--- config.mk ---
export PLATFORM = sky130hd
export DESIGN_NAME = tx_frame_pointer_queue_flat
export DESIGN_NICKNAME = d
export VERILOG_FILES = /design/src/hdl/tfpq_pkg.sv /design/src/hdl/tfpq_in_if.sv /design/src/hdl/tfpq_out_if.sv /design/src/hdl/tfpq_ram.sv /design/src/hdl/tfpq_ctrl.sv /design/src/hdl/tfpq_dp.sv /design/src/hdl/tx_frame_pointer_queue.sv /design/src/flat_wrapper.sv
export SDC_FILE = /design/constraint.sdc
export NUM_CORES = 1
export LEC_CHECK = 0
export BUFFER_PORTS_ARGS = -buffer_cell sky130_fd_sc_hd__buf_2
export CAP_MARGIN = 20
export CORE_UTILIZATION = 55
export CTS_BUF_LIST = sky130_fd_sc_hd__clkbuf_8
export DETAILED_ROUTE_END_ITERATION = 7
export HOLD_SLACK_MARGIN = 0.1
export PLACE_DENSITY = 0.78
export SETUP_SLACK_MARGIN = 0.4
export SYNTH_ARGS = -nofsm -noshare
export SYNTH_HDL_FRONTEND = slang
export SYNTH_SLANG_ARGS = --single-unit
--- constraint.sdc ---
create_clock -name clk -period 8.62 [get_ports clk]
set_input_delay 0.862 -clock clk [delete_from_list [all_inputs] [get_ports clk]]
set_output_delay 0.862 -clock clk [all_outputs]
set_load 0.02 [all_outputs]
--- src/hdl/tfpq_pkg.sv ---
// Shared constants, codes, types and helpers of the transmit frame pointer queue.
package tfpq_pkg;

  // Queue geometry and field widths.
  localparam int QUEUE_DEPTH = 14;
  localparam int PTR_W       = 16;
  localparam int LEN_W       = 15;
  localparam int ACT_W       = 2;
  localparam int STAT_W      = 2;
  localparam int FQ_W        = 4;
  localparam int IDX_W       = $clog2(QUEUE_DEPTH);
  localparam int CNT_W       = $clog2(QUEUE_DEPTH + 1);

  // Configuration port.
  localparam int DATA_W      = 32;
  localparam int ADDR_W      = 3;
  localparam int REG_IDX_W   = ADDR_W - 2;
  localparam logic [REG_IDX_W-1:0] REG_BUFFER_BYTES = REG_IDX_W'(0);
  localparam logic [LEN_W-1:0]     BUFFER_BYTES_RESET = LEN_W'(16384);

  // Action codes.
  localparam logic [ACT_W-1:0] ACT_SUBMIT = 2'd0;
  localparam logic [ACT_W-1:0] ACT_SENT   = 2'd1;
  localparam logic [ACT_W-1:0] ACT_LINK   = 2'd2;

  // Status codes.
  localparam logic [STAT_W-1:0] ST_OK        = 2'd0;
  localparam logic [STAT_W-1:0] ST_LINK_DOWN = 2'd1;
  localparam logic [STAT_W-1:0] ST_NO_ROOM   = 2'd2;

  // Commands from the controller to the datapath.
  typedef struct packed {
    logic exec;        // an input beat is taken and executed this cycle
    logic fetch_done;  // read data for the next send is available
  } tfpq_cmd_t;

  // Status from the datapath to the controller.
  typedef struct packed {
    logic need_fetch;  // the offered beat needs the next end pointer from memory
  } tfpq_stat_t;

  // Ring index increment with wrap at the queue depth.
  function automatic logic [IDX_W-1:0] next_idx(input logic [IDX_W-1:0] idx);
    logic [IDX_W-1:0] nxt;
    nxt = (idx == IDX_W'(QUEUE_DEPTH - 1)) ? '0 : idx + IDX_W'(1);
    return nxt;
  endfunction

endpackage

--- src/hdl/tfpq_in_if.sv ---
// Input channel: one beat carries one action with its arguments.
interface tfpq_in_if;
  logic                          valid;
  logic                          ready;
  logic [tfpq_pkg::ACT_W-1:0]    action;
  logic [tfpq_pkg::LEN_W-1:0]    frame_len;
  logic                          link_state;

  modport source (output valid, action, frame_len, link_state, input ready);
  modport sink   (input valid, action, frame_len, link_state, output ready);
endinterface

--- src/hdl/tfpq_out_if.sv ---
// Output channel: one beat carries the result of one action.
interface tfpq_out_if;
  logic                          valid;
  logic                          ready;
  logic [tfpq_pkg::STAT_W-1:0]   status;
  logic [tfpq_pkg::PTR_W-1:0]    write_start;
  logic                          issue_send;
  logic [tfpq_pkg::PTR_W-1:0]    send_end_pointer;
  logic [tfpq_pkg::FQ_W-1:0]     frames_queued;

  modport source (output valid, status, write_start, issue_send, send_end_pointer,
                  frames_queued, input ready);
  modport sink   (input valid, status, write_start, issue_send, send_end_pointer,
                  frames_queued, output ready);
endinterface

--- src/hdl/tfpq_ram.sv ---
// Generic single-write, single-read RAM with registered read data.
module tfpq_ram #(
  parameter int WIDTH = 16,
  parameter int DEPTH = 16
) (
  input  logic                     clk,
  input  logic                     we,
  input  logic [$clog2(DEPTH)-1:0] waddr,
  input  logic [WIDTH-1:0]         wdata,
  input  logic                     re,
  input  logic [$clog2(DEPTH)-1:0] raddr,
  output logic [WIDTH-1:0]         rdata
);

  logic [WIDTH-1:0] mem [DEPTH];

  // Write port.
  always_ff @(posedge clk) begin
    if (we) begin
      mem[waddr] <= wdata;
    end
  end

  // Registered read port.
  always_ff @(posedge clk) begin
    if (re) begin
      rdata <= mem[raddr];
    end
  end

endmodule

--- src/hdl/tfpq_ctrl.sv ---
// Controller: sequences execute and fetch cycles and owns the output valid flag.
module tfpq_ctrl (
  input  logic                 clk,
  input  logic                 rst,
  input  logic                 in_valid,
  output logic                 in_ready,
  output logic                 out_valid,
  input  logic                 out_ready,
  input  tfpq_pkg::tfpq_stat_t stat,
  output tfpq_pkg::tfpq_cmd_t  cmd
);

  localparam logic S_IDLE  = 1'b0;
  localparam logic S_FETCH = 1'b1;

  logic state;
  logic state_next;
  logic out_valid_next;

  // A new beat is taken when idle and the output register is free or draining.
  assign in_ready       = (state == S_IDLE) && (!out_valid || out_ready);
  assign cmd.exec       = in_valid && in_ready;
  assign cmd.fetch_done = (state == S_FETCH);

  // Next state and output valid.
  always_comb begin
    state_next     = state;
    out_valid_next = out_valid && !out_ready;
    case (state)
      S_IDLE: begin
        if (cmd.exec) begin
          if (stat.need_fetch) begin
            state_next     = S_FETCH;
            out_valid_next = 1'b0;
          end else begin
            out_valid_next = 1'b1;
          end
        end
      end
      S_FETCH: begin
        state_next     = S_IDLE;
        out_valid_next = 1'b1;
      end
      default: begin
        state_next     = S_IDLE;
        out_valid_next = 1'b0;
      end
    endcase
  end

  always_ff @(posedge clk) begin
    if (rst) begin
      state     <= S_IDLE;
      out_valid <= 1'b0;
    end else begin
      state     <= state_next;
      out_valid <= out_valid_next;
    end
  end

endmodule

--- src/hdl/tfpq_dp.sv ---
// Datapath: pointer registers, end pointer ring, room check and result register.
module tfpq_dp (
  input  logic                          clk,
  input  logic                          rst,
  input  tfpq_pkg::tfpq_cmd_t           cmd,
  output tfpq_pkg::tfpq_stat_t          stat,
  input  logic [tfpq_pkg::ACT_W-1:0]    action,
  input  logic [tfpq_pkg::LEN_W-1:0]    frame_len,
  input  logic                          link_state,
  input  logic                          cfg_we,
  input  logic [tfpq_pkg::LEN_W-1:0]    cfg_wdata,
  output logic [tfpq_pkg::LEN_W-1:0]    buffer_bytes,
  output logic [tfpq_pkg::STAT_W-1:0]   status,
  output logic [tfpq_pkg::PTR_W-1:0]    write_start,
  output logic                          issue_send,
  output logic [tfpq_pkg::PTR_W-1:0]    send_end_pointer,
  output logic [tfpq_pkg::FQ_W-1:0]     frames_queued
);

  // Queue state: start of the frame in flight, last end pointer, cached head end.
  logic [tfpq_pkg::PTR_W-1:0] start_ptr;
  logic [tfpq_pkg::PTR_W-1:0] last_ptr;
  logic [tfpq_pkg::PTR_W-1:0] head_end;
  logic [tfpq_pkg::IDX_W-1:0] head;
  logic [tfpq_pkg::IDX_W-1:0] tail;
  logic [tfpq_pkg::CNT_W-1:0] count;
  logic                       link_up;

  logic [tfpq_pkg::PTR_W-1:0] used;
  logic [tfpq_pkg::PTR_W:0]   need;
  logic [tfpq_pkg::PTR_W-1:0] new_end;
  logic                       full;
  logic                       room_ok;
  logic                       do_push;
  logic                       do_pop;
  logic [tfpq_pkg::PTR_W-1:0] ram_rdata;

  logic [tfpq_pkg::STAT_W-1:0] status_next;
  logic [tfpq_pkg::PTR_W-1:0]  write_start_next;
  logic                        issue_send_next;
  logic [tfpq_pkg::PTR_W-1:0]  send_end_pointer_next;
  logic [tfpq_pkg::FQ_W-1:0]   frames_queued_next;

  // Room check: bytes in use plus the new frame against the buffer size.
  assign used    = last_ptr - start_ptr;
  assign need    = {1'b0, used} + (tfpq_pkg::PTR_W + 1)'(frame_len);
  assign new_end = last_ptr + tfpq_pkg::PTR_W'(frame_len);
  assign full    = (count >= tfpq_pkg::CNT_W'(tfpq_pkg::QUEUE_DEPTH));
  assign room_ok = !full && (need <= (tfpq_pkg::PTR_W + 1)'(buffer_bytes));

  assign do_push = cmd.exec && (action == tfpq_pkg::ACT_SUBMIT) && link_up && room_ok;
  assign do_pop  = cmd.exec && (action == tfpq_pkg::ACT_SENT) && (count != '0);

  // A pop that leaves frames behind must read the next end pointer.
  assign stat.need_fetch = (action == tfpq_pkg::ACT_SENT) &&
                           (count > tfpq_pkg::CNT_W'(1));

  // End pointer ring, one entry per queued frame.
  tfpq_ram #(
    .WIDTH (tfpq_pkg::PTR_W),
    .DEPTH (tfpq_pkg::QUEUE_DEPTH)
  ) u_ring (
    .clk   (clk),
    .we    (do_push),
    .waddr (tail),
    .wdata (new_end),
    .re    (do_pop && stat.need_fetch),
    .raddr (tfpq_pkg::next_idx(head)),
    .rdata (ram_rdata)
  );

  // Configuration register.
  always_ff @(posedge clk) begin
    if (rst) begin
      buffer_bytes <= tfpq_pkg::BUFFER_BYTES_RESET;
    end else if (cfg_we) begin
      buffer_bytes <= cfg_wdata;
    end
  end

  // Queue control state.
  always_ff @(posedge clk) begin
    if (rst) begin
      start_ptr <= '0;
      last_ptr  <= '0;
      head      <= '0;
      tail      <= '0;
      count     <= '0;
      link_up   <= 1'b0;
    end else if (cmd.exec) begin
      if (do_push) begin
        last_ptr <= new_end;
        tail     <= tfpq_pkg::next_idx(tail);
        count    <= count + tfpq_pkg::CNT_W'(1);
      end
      if (do_pop) begin
        start_ptr <= head_end;
        head      <= tfpq_pkg::next_idx(head);
        count     <= count - tfpq_pkg::CNT_W'(1);
      end
      if (action == tfpq_pkg::ACT_LINK) begin
        link_up <= link_state;
      end
    end
  end

  // Cached end pointer of the frame now being sent.
  always_ff @(posedge clk) begin
    if (do_push && (count == '0)) begin
      head_end <= new_end;
    end else if (cmd.fetch_done) begin
      head_end <= ram_rdata;
    end
  end

  // Result values of the beat executed this cycle.
  always_comb begin
    status_next           = tfpq_pkg::ST_OK;
    write_start_next      = '0;
    issue_send_next       = 1'b0;
    send_end_pointer_next = '0;
    frames_queued_next    = tfpq_pkg::FQ_W'(count);
    if (action == tfpq_pkg::ACT_SUBMIT) begin
      if (!link_up) begin
        status_next = tfpq_pkg::ST_LINK_DOWN;
      end else if (!room_ok) begin
        status_next = tfpq_pkg::ST_NO_ROOM;
      end else begin
        write_start_next   = last_ptr;
        frames_queued_next = tfpq_pkg::FQ_W'(count + tfpq_pkg::CNT_W'(1));
        if (count == '0) begin
          issue_send_next       = 1'b1;
          send_end_pointer_next = new_end;
        end
      end
    end else if (do_pop) begin
      frames_queued_next = tfpq_pkg::FQ_W'(count - tfpq_pkg::CNT_W'(1));
    end
  end

  // Result register: loaded on execute, send fields completed after a fetch.
  always_ff @(posedge clk) begin
    if (cmd.exec) begin
      status           <= status_next;
      write_start      <= write_start_next;
      issue_send       <= issue_send_next;
      send_end_pointer <= send_end_pointer_next;
      frames_queued    <= frames_queued_next;
    end else if (cmd.fetch_done) begin
      issue_send       <= 1'b1;
      send_end_pointer <= ram_rdata;
    end
  end

endmodule

--- src/hdl/tx_frame_pointer_queue.sv ---
// Top level of the transmit frame pointer queue.
//
//   port     | dir | payload                                                   | accepted when
//   in_ch    | in  | action, frame_len, link_state                             | valid && ready
//   out_ch   | out | status, write_start, issue_send, send_end_pointer, frames | valid && ready
//   APB      | in  | buffer_bytes at byte address 0                            | psel, penable, pwrite
//
// Most actions are executed on acceptance of the beat and their result lands in the
// output register. A send-complete that leaves frames queued goes on to a fetch state,
// because the next end pointer comes from the registered read of the pointer ring.
// A new input beat is taken while the previous result is being delivered.
// Reset (rst, synchronous) empties the queue, marks the link down and sets the
// buffer size to 16384; the ring itself needs no clearing.
module tx_frame_pointer_queue (
  input  logic                          clk,
  input  logic                          rst,
  tfpq_in_if.sink                       in_ch,
  tfpq_out_if.source                    out_ch,
  input  logic                          psel,
  input  logic                          penable,
  input  logic                          pwrite,
  input  logic [tfpq_pkg::ADDR_W-1:0]   paddr,
  input  logic [tfpq_pkg::DATA_W-1:0]   pwdata,
  output logic [tfpq_pkg::DATA_W-1:0]   prdata,
  output logic                          pready
);

  tfpq_pkg::tfpq_cmd_t            cmd;
  tfpq_pkg::tfpq_stat_t           stat;
  logic [tfpq_pkg::REG_IDX_W-1:0] reg_idx;
  logic                           cfg_we;
  logic [tfpq_pkg::LEN_W-1:0]     buffer_bytes;

  // Register decode.
  assign pready  = 1'b1;
  assign reg_idx = paddr[tfpq_pkg::ADDR_W-1:2];
  assign cfg_we  = psel && penable && pwrite && (reg_idx == tfpq_pkg::REG_BUFFER_BYTES);
  assign prdata  = (reg_idx == tfpq_pkg::REG_BUFFER_BYTES) ?
                   tfpq_pkg::DATA_W'(buffer_bytes) : '0;

  tfpq_ctrl u_ctrl (
    .clk       (clk),
    .rst       (rst),
    .in_valid  (in_ch.valid),
    .in_ready  (in_ch.ready),
    .out_valid (out_ch.valid),
    .out_ready (out_ch.ready),
    .stat      (stat),
    .cmd       (cmd)
  );

  tfpq_dp u_dp (
    .clk              (clk),
    .rst              (rst),
    .cmd              (cmd),
    .stat             (stat),
    .action           (in_ch.action),
    .frame_len        (in_ch.frame_len),
    .link_state       (in_ch.link_state),
    .cfg_we           (cfg_we),
    .cfg_wdata        (pwdata[tfpq_pkg::LEN_W-1:0]),
    .buffer_bytes     (buffer_bytes),
    .status           (out_ch.status),
    .write_start      (out_ch.write_start),
    .issue_send       (out_ch.issue_send),
    .send_end_pointer (out_ch.send_end_pointer),
    .frames_queued    (out_ch.frames_queued)
  );

endmodule

--- src/flat_wrapper.sv ---
// flat-port wrapper written by rule: the top's interface ports become plain ports
module tx_frame_pointer_queue_flat 
  (clk, rst, psel, penable, pwrite, paddr, pwdata, prdata, pready, in_ch_valid, in_ch_action, in_ch_frame_len, in_ch_link_state, in_ch_ready, out_ch_valid, out_ch_status, out_ch_write_start, out_ch_issue_send, out_ch_send_end_pointer, out_ch_frames_queued, out_ch_ready);
  tfpq_in_if in_ch_i ();
  tfpq_out_if out_ch_i ();
  input  logic clk;
  input  logic rst;
  input  logic psel;
  input  logic penable;
  input  logic pwrite;
  input  logic [tfpq_pkg::ADDR_W-1:0] paddr;
  input  logic [tfpq_pkg::DATA_W-1:0] pwdata;
  output logic [tfpq_pkg::DATA_W-1:0] prdata;
  output logic pready;
  input wire logic [$bits(in_ch_i.valid)-1:0] in_ch_valid;
  input wire logic [$bits(in_ch_i.action)-1:0] in_ch_action;
  input wire logic [$bits(in_ch_i.frame_len)-1:0] in_ch_frame_len;
  input wire logic [$bits(in_ch_i.link_state)-1:0] in_ch_link_state;
  output wire logic [$bits(in_ch_i.ready)-1:0] in_ch_ready;
  output wire logic [$bits(out_ch_i.valid)-1:0] out_ch_valid;
  output wire logic [$bits(out_ch_i.status)-1:0] out_ch_status;
  output wire logic [$bits(out_ch_i.write_start)-1:0] out_ch_write_start;
  output wire logic [$bits(out_ch_i.issue_send)-1:0] out_ch_issue_send;
  output wire logic [$bits(out_ch_i.send_end_pointer)-1:0] out_ch_send_end_pointer;
  output wire logic [$bits(out_ch_i.frames_queued)-1:0] out_ch_frames_queued;
  input wire logic [$bits(out_ch_i.ready)-1:0] out_ch_ready;
  assign in_ch_i.valid = in_ch_valid;
  assign in_ch_i.action = in_ch_action;
  assign in_ch_i.frame_len = in_ch_frame_len;
  assign in_ch_i.link_state = in_ch_link_state;
  assign in_ch_ready = in_ch_i.ready;
  assign out_ch_valid = out_ch_i.valid;
  assign out_ch_status = out_ch_i.status;
  assign out_ch_write_start = out_ch_i.write_start;
  assign out_ch_issue_send = out_ch_i.issue_send;
  assign out_ch_send_end_pointer = out_ch_i.send_end_pointer;
  assign out_ch_frames_queued = out_ch_i.frames_queued;
  assign out_ch_i.ready = out_ch_ready;
  tx_frame_pointer_queue u_core (.clk(clk), .rst(rst), .in_ch(in_ch_i), .out_ch(out_ch_i), .psel(psel), .penable(penable), .pwrite(pwrite), .paddr(paddr), .pwdata(pwdata), .prdata(prdata), .pready(pready));
endmodule
==> run_results.csv <==
group,metric,value,unit
synthesis,yosys.cell_types.count,76,
sta,worst_slack,1.281,ns
sta,tns,0,ns
critical_path,path_common_cell,"o21ai_0",
global_route,track_usage,0.2534,
clocking,cts_htree_levels,2,
drt,first_pass_iters,5,
drt,drtIter0Drc,921,
finish,area_growth,12.20,%
clocking,clk_pin_slew,0.06,ns
power_and_ir_drop,combPwrFrac,0.059,
synthesis,ys_ff_latch,357,
sta,min_period_over_period,0.8514,
clocking,insertion_delay,0.61,ns
drt,post-route-drc-count,0,
worst_hold_path,hp-class,"reg2reg",
synthesis,synth_edf_count,295,
placed_design,preCtsSetupSlack,1.393,ns
synthesis,ys_seq_area_frac,0.5932,
synthesis,syn_area_per_cell,12.05,µm²
placed_design,portBuffers,96,
global_route,grt_use_met2,0.4246,
synthesis,synth_flop_cell,"edfxtp_1",
synthesis,synth-async-reset-ratio,0,
worst_hold_path,min-delay-start,"u_core.u_dp.buffer_bytes[2]",
run,maxCapViolCount,0,
drt,vias_per_cell,5.914,
power_and_ir_drop,clkPwrFrac,0.386,
power_and_ir_drop,p_seq_frac,0.556,
clocking,cts_root_buffer,"clkbuf_8",
sta,rsz0062_at_grt,"false",
sta,maxSlewHeadroom,0.2660,
global_route,antenna_found_initial,0,
critical_path,max_stage_delay,0.92,ns
power_and_ir_drop,power.internal,2.596,mW
floorplanning,core_area,30510,µm²
critical_path,cp-start-kind,"register",
finish,fin_nets,1663,
critical_path,crit_path_top_delay_cell,"nor3_2",
run_status,outcome,"complete, no violations",
clocking,hold_buffers,0,
critical_path,critPathArrivalTime,7.63,ns
drt,avgRoutedWirePerCell,20.05,µm
power_and_ir_drop,p_per_area,177.5,nW/µm²
global_route,grt_use_met3,0.03942,
critical_path,path_max_fanout,15,
clocking,cts_resized,0,
clocking,cts_buffers,56,
power_and_ir_drop,p_leak,7.185,nW
floorplanning,die_h,177.9,µm
sta,setup_viol,0,
clocking,cts_tree,"yes",
power_and_ir_drop,vdd_ir_drop_max,0.0001706,V
sta,worstMarginPinSlew,1.101,ns
finish,antenna_cells,0,
critical_path,r2r_start,"u_core.u_dp.last_ptr[0]",
sta,hold_violations,0,
global_route,grt_pass1_wl,61040,µm
synthesis,synthCells,1413,
drt,wl,39550,µm
placed_design,hpwl,25760,µm
critical_path,endpoint_kind,"register",
critical_path,path_class,"reg2reg",
finish,drive_gt1_frac,0.1560,
drt,vias,11670,
power_and_ir_drop,p_sw_frac,0.2344,
sta,fin_crit,7.339,ns
floorplanning,start_util,0.5581,
clocking,cts_buffer_depth,3,
global_route,busiest_layer,"met2",
critical_path,cp.required,8.91,ns
floorplanning,die_x,177.9,µm
finish,finalNonFillerCells,1973,
global_route,grt_pass1_vias,11210,
floorplanning,dieArea,31660,µm²
power_and_ir_drop,power.switching,0.7949,mW
critical_path,crit_path_start,"u_core.u_dp.last_ptr[0]",
clocking,numClockSinks,357,
floorplanning,ios,134,
floorplanning,rows,64,
finish,fill_cells,2317,
global_route,grt_overflow,0,
synthesis,ys_warn_count,0,
clocking,postCtsSetupBuffers,0,
placed_design,placed_cells,1870,
global_route,grt_max_degree,67,
sta,fmax,136.3,MHz
synthesis,syn-cell-area,17030,µm²
drt,ant_nets,0,
sta,slew_violations,0,
global_route,grt_util_met1,0.3324,
sta,fin_skew,0.02698,ns
placed_design,gp_congestion,0.9013,
-- registers in the layout, indices dropped and copies added, names as in the netlist --
register and count:
u_core.u_dp.count 4, u_core.u_dp.last_ptr 16, u_core.u_dp.tail 4, u_core.u_dp.head 4
u_core.u_dp.write_start 16, u_core.u_dp.head_end 16, u_core.u_dp.u_ring.mem 224, u_core.u_dp.buffer_bytes 15
u_core.u_dp.send_end_pointer 16, u_core.u_dp.frames_queued 4, u_core.u_dp.status 2, u_core.u_dp.start_ptr 16
u_core.u_ctrl.state 1, u_core.u_ctrl.out_valid 1, u_core.u_dp.issue_send 1, u_core.u_dp.u_ring.rdata 16
u_core.u_dp.link_up 1
-- power groups by stage --
stage	clock [mW]	sequential, mW	combinational (mW)
floorplan	0	1.93	0.120
global placement	0	1.92	0.191
detailed placement	0	1.92	0.196
CTS	1.33	1.88	0.197
global route	1.40	1.88	0.217
finish	1.31	1.88	0.199
-- logic make-up after synthesis --
family	after synthesis	synth area share
buf+inv	149	0.03902
other cells	2	0.0004411
xor+xnor	38	0.01955
flops	357	0.5932
mux	89	0.05629
simple gates	332	0.09862
compound gates	375	0.1394
fa+ha+maj	71	0.05350
-- final cells by class --
cell class | instances | area, µm² | area share
multi-input combinational | 923 | 6456 | 0.3380
timing repair buffer | 139 | 810.8 | 0.04244
tap | 396 | 495.5 | 0.02594
sequential | 357 | 10100 | 0.5290
clock inverter | 42 | 190.2 | 0.009955
inverter | 55 | 206.4 | 0.01081
clock buffer | 61 | 839.6 | 0.04395
-- through the flow --
step           utilization  hold slack [ns]  power [mW]  area [µm²]
6_report            0.6261           0.4553       3.391       19100
5_1_grt             0.6261           0.4810       3.500       19100
4_1_cts             0.6261           0.4564       3.409       19100
3_5_place_dp        0.5924           0.4491       2.116       18070
3_3_place_gp        0.5919           0.4427       2.111       18060
2_1_floorplan            -           0.4363       2.052       17090
-- worst max-delay path: cells and delay by family (launching register included) --
kind / cells / cell delay, ns
adder cells (fa/ha/maj): 4 / 1.31
AO/OA/AOI/OAI: 13 / 2.69
buffers and inverters: 3 / 0.68
flip-flops: 1 / 0.35
XOR/XNOR: 1 / 0.16
AND/OR/NAND/NOR: 7 / 1.85
-- cell usage after synthesis, types with 15 or more instances --
| cell | instances | area (µm²) |
|---|---|---|
| edfxtp_1 | 295 | 8859 |
| a21oi_1 | 136 | 680.7 |
| nand2_1 | 112 | 420.4 |
| a211oi_1 | 71 | 533.0 |
| ha_1 | 68 | 850.8 |
| mux2i_1 | 67 | 670.6 |
| o21ai_0 | 63 | 315.3 |
| dfxtp_1 | 62 | 1241 |
| inv_1 | 54 | 202.7 |
| nor2b_1 | 54 | 337.8 |
| clkbuf_1 | 53 | 198.9 |
| nor2_1 | 52 | 195.2 |
| xnor2_1 | 31 | 271.5 |
| buf_4 | 21 | 157.7 |
| nand3_1 | 21 | 105.1 |
| o211ai_1 | 21 | 157.7 |
| and2_1 | 18 | 112.6 |
| nor3_1 | 18 | 90.09 |
| a22o_1 | 15 | 131.4 |
-- final timing paths --
path,endpoint,slack [ns],depth (start not counted)
max,u_core.u_dp.u_ring.mem[9][14],1.28,28
min,u_core.u_dp.buffer_bytes[2],0.46,2
max reg2reg,u_core.u_dp.u_ring.mem[9][14],1.28,28
min reg2reg,u_core.u_dp.buffer_bytes[2],0.46,2
-- cells in the final DEF (no fill, tap or decap), types with 21 or more instances in the layout --
| master | instances |
|---|---|
| buf_4 | 42 |
| nor2b_1 | 54 |
| nor2_1 | 52 |
| a211oi_1 | 71 |
| dfxtp_1 | 60 |
| a21oi_1 | 135 |
| buf_2 | 96 |
| o211ai_1 | 21 |
| inv_1 | 72 |
| nand3_1 | 21 |
| o21ai_0 | 63 |
| ha_1 | 68 |
| mux2i_1 | 66 |
| clkbuf_8 | 61 |
| xnor2_1 | 30 |
| nand2_1 | 112 |
| edfxtp_1 | 295 |
-- layer usage --
layer / wire length [µm] / share of wire / vias to the layer above
met5: 0 / 0 / -
met4: 1205 / 0.030 / 0
met3: 2643 / 0.067 / 109
met2: 19160 / 0.48 / 416
met1: 16550 / 0.42 / 5652
li1: - / - / 5492
Note: power is estimated with default switching activity, not from simulation.
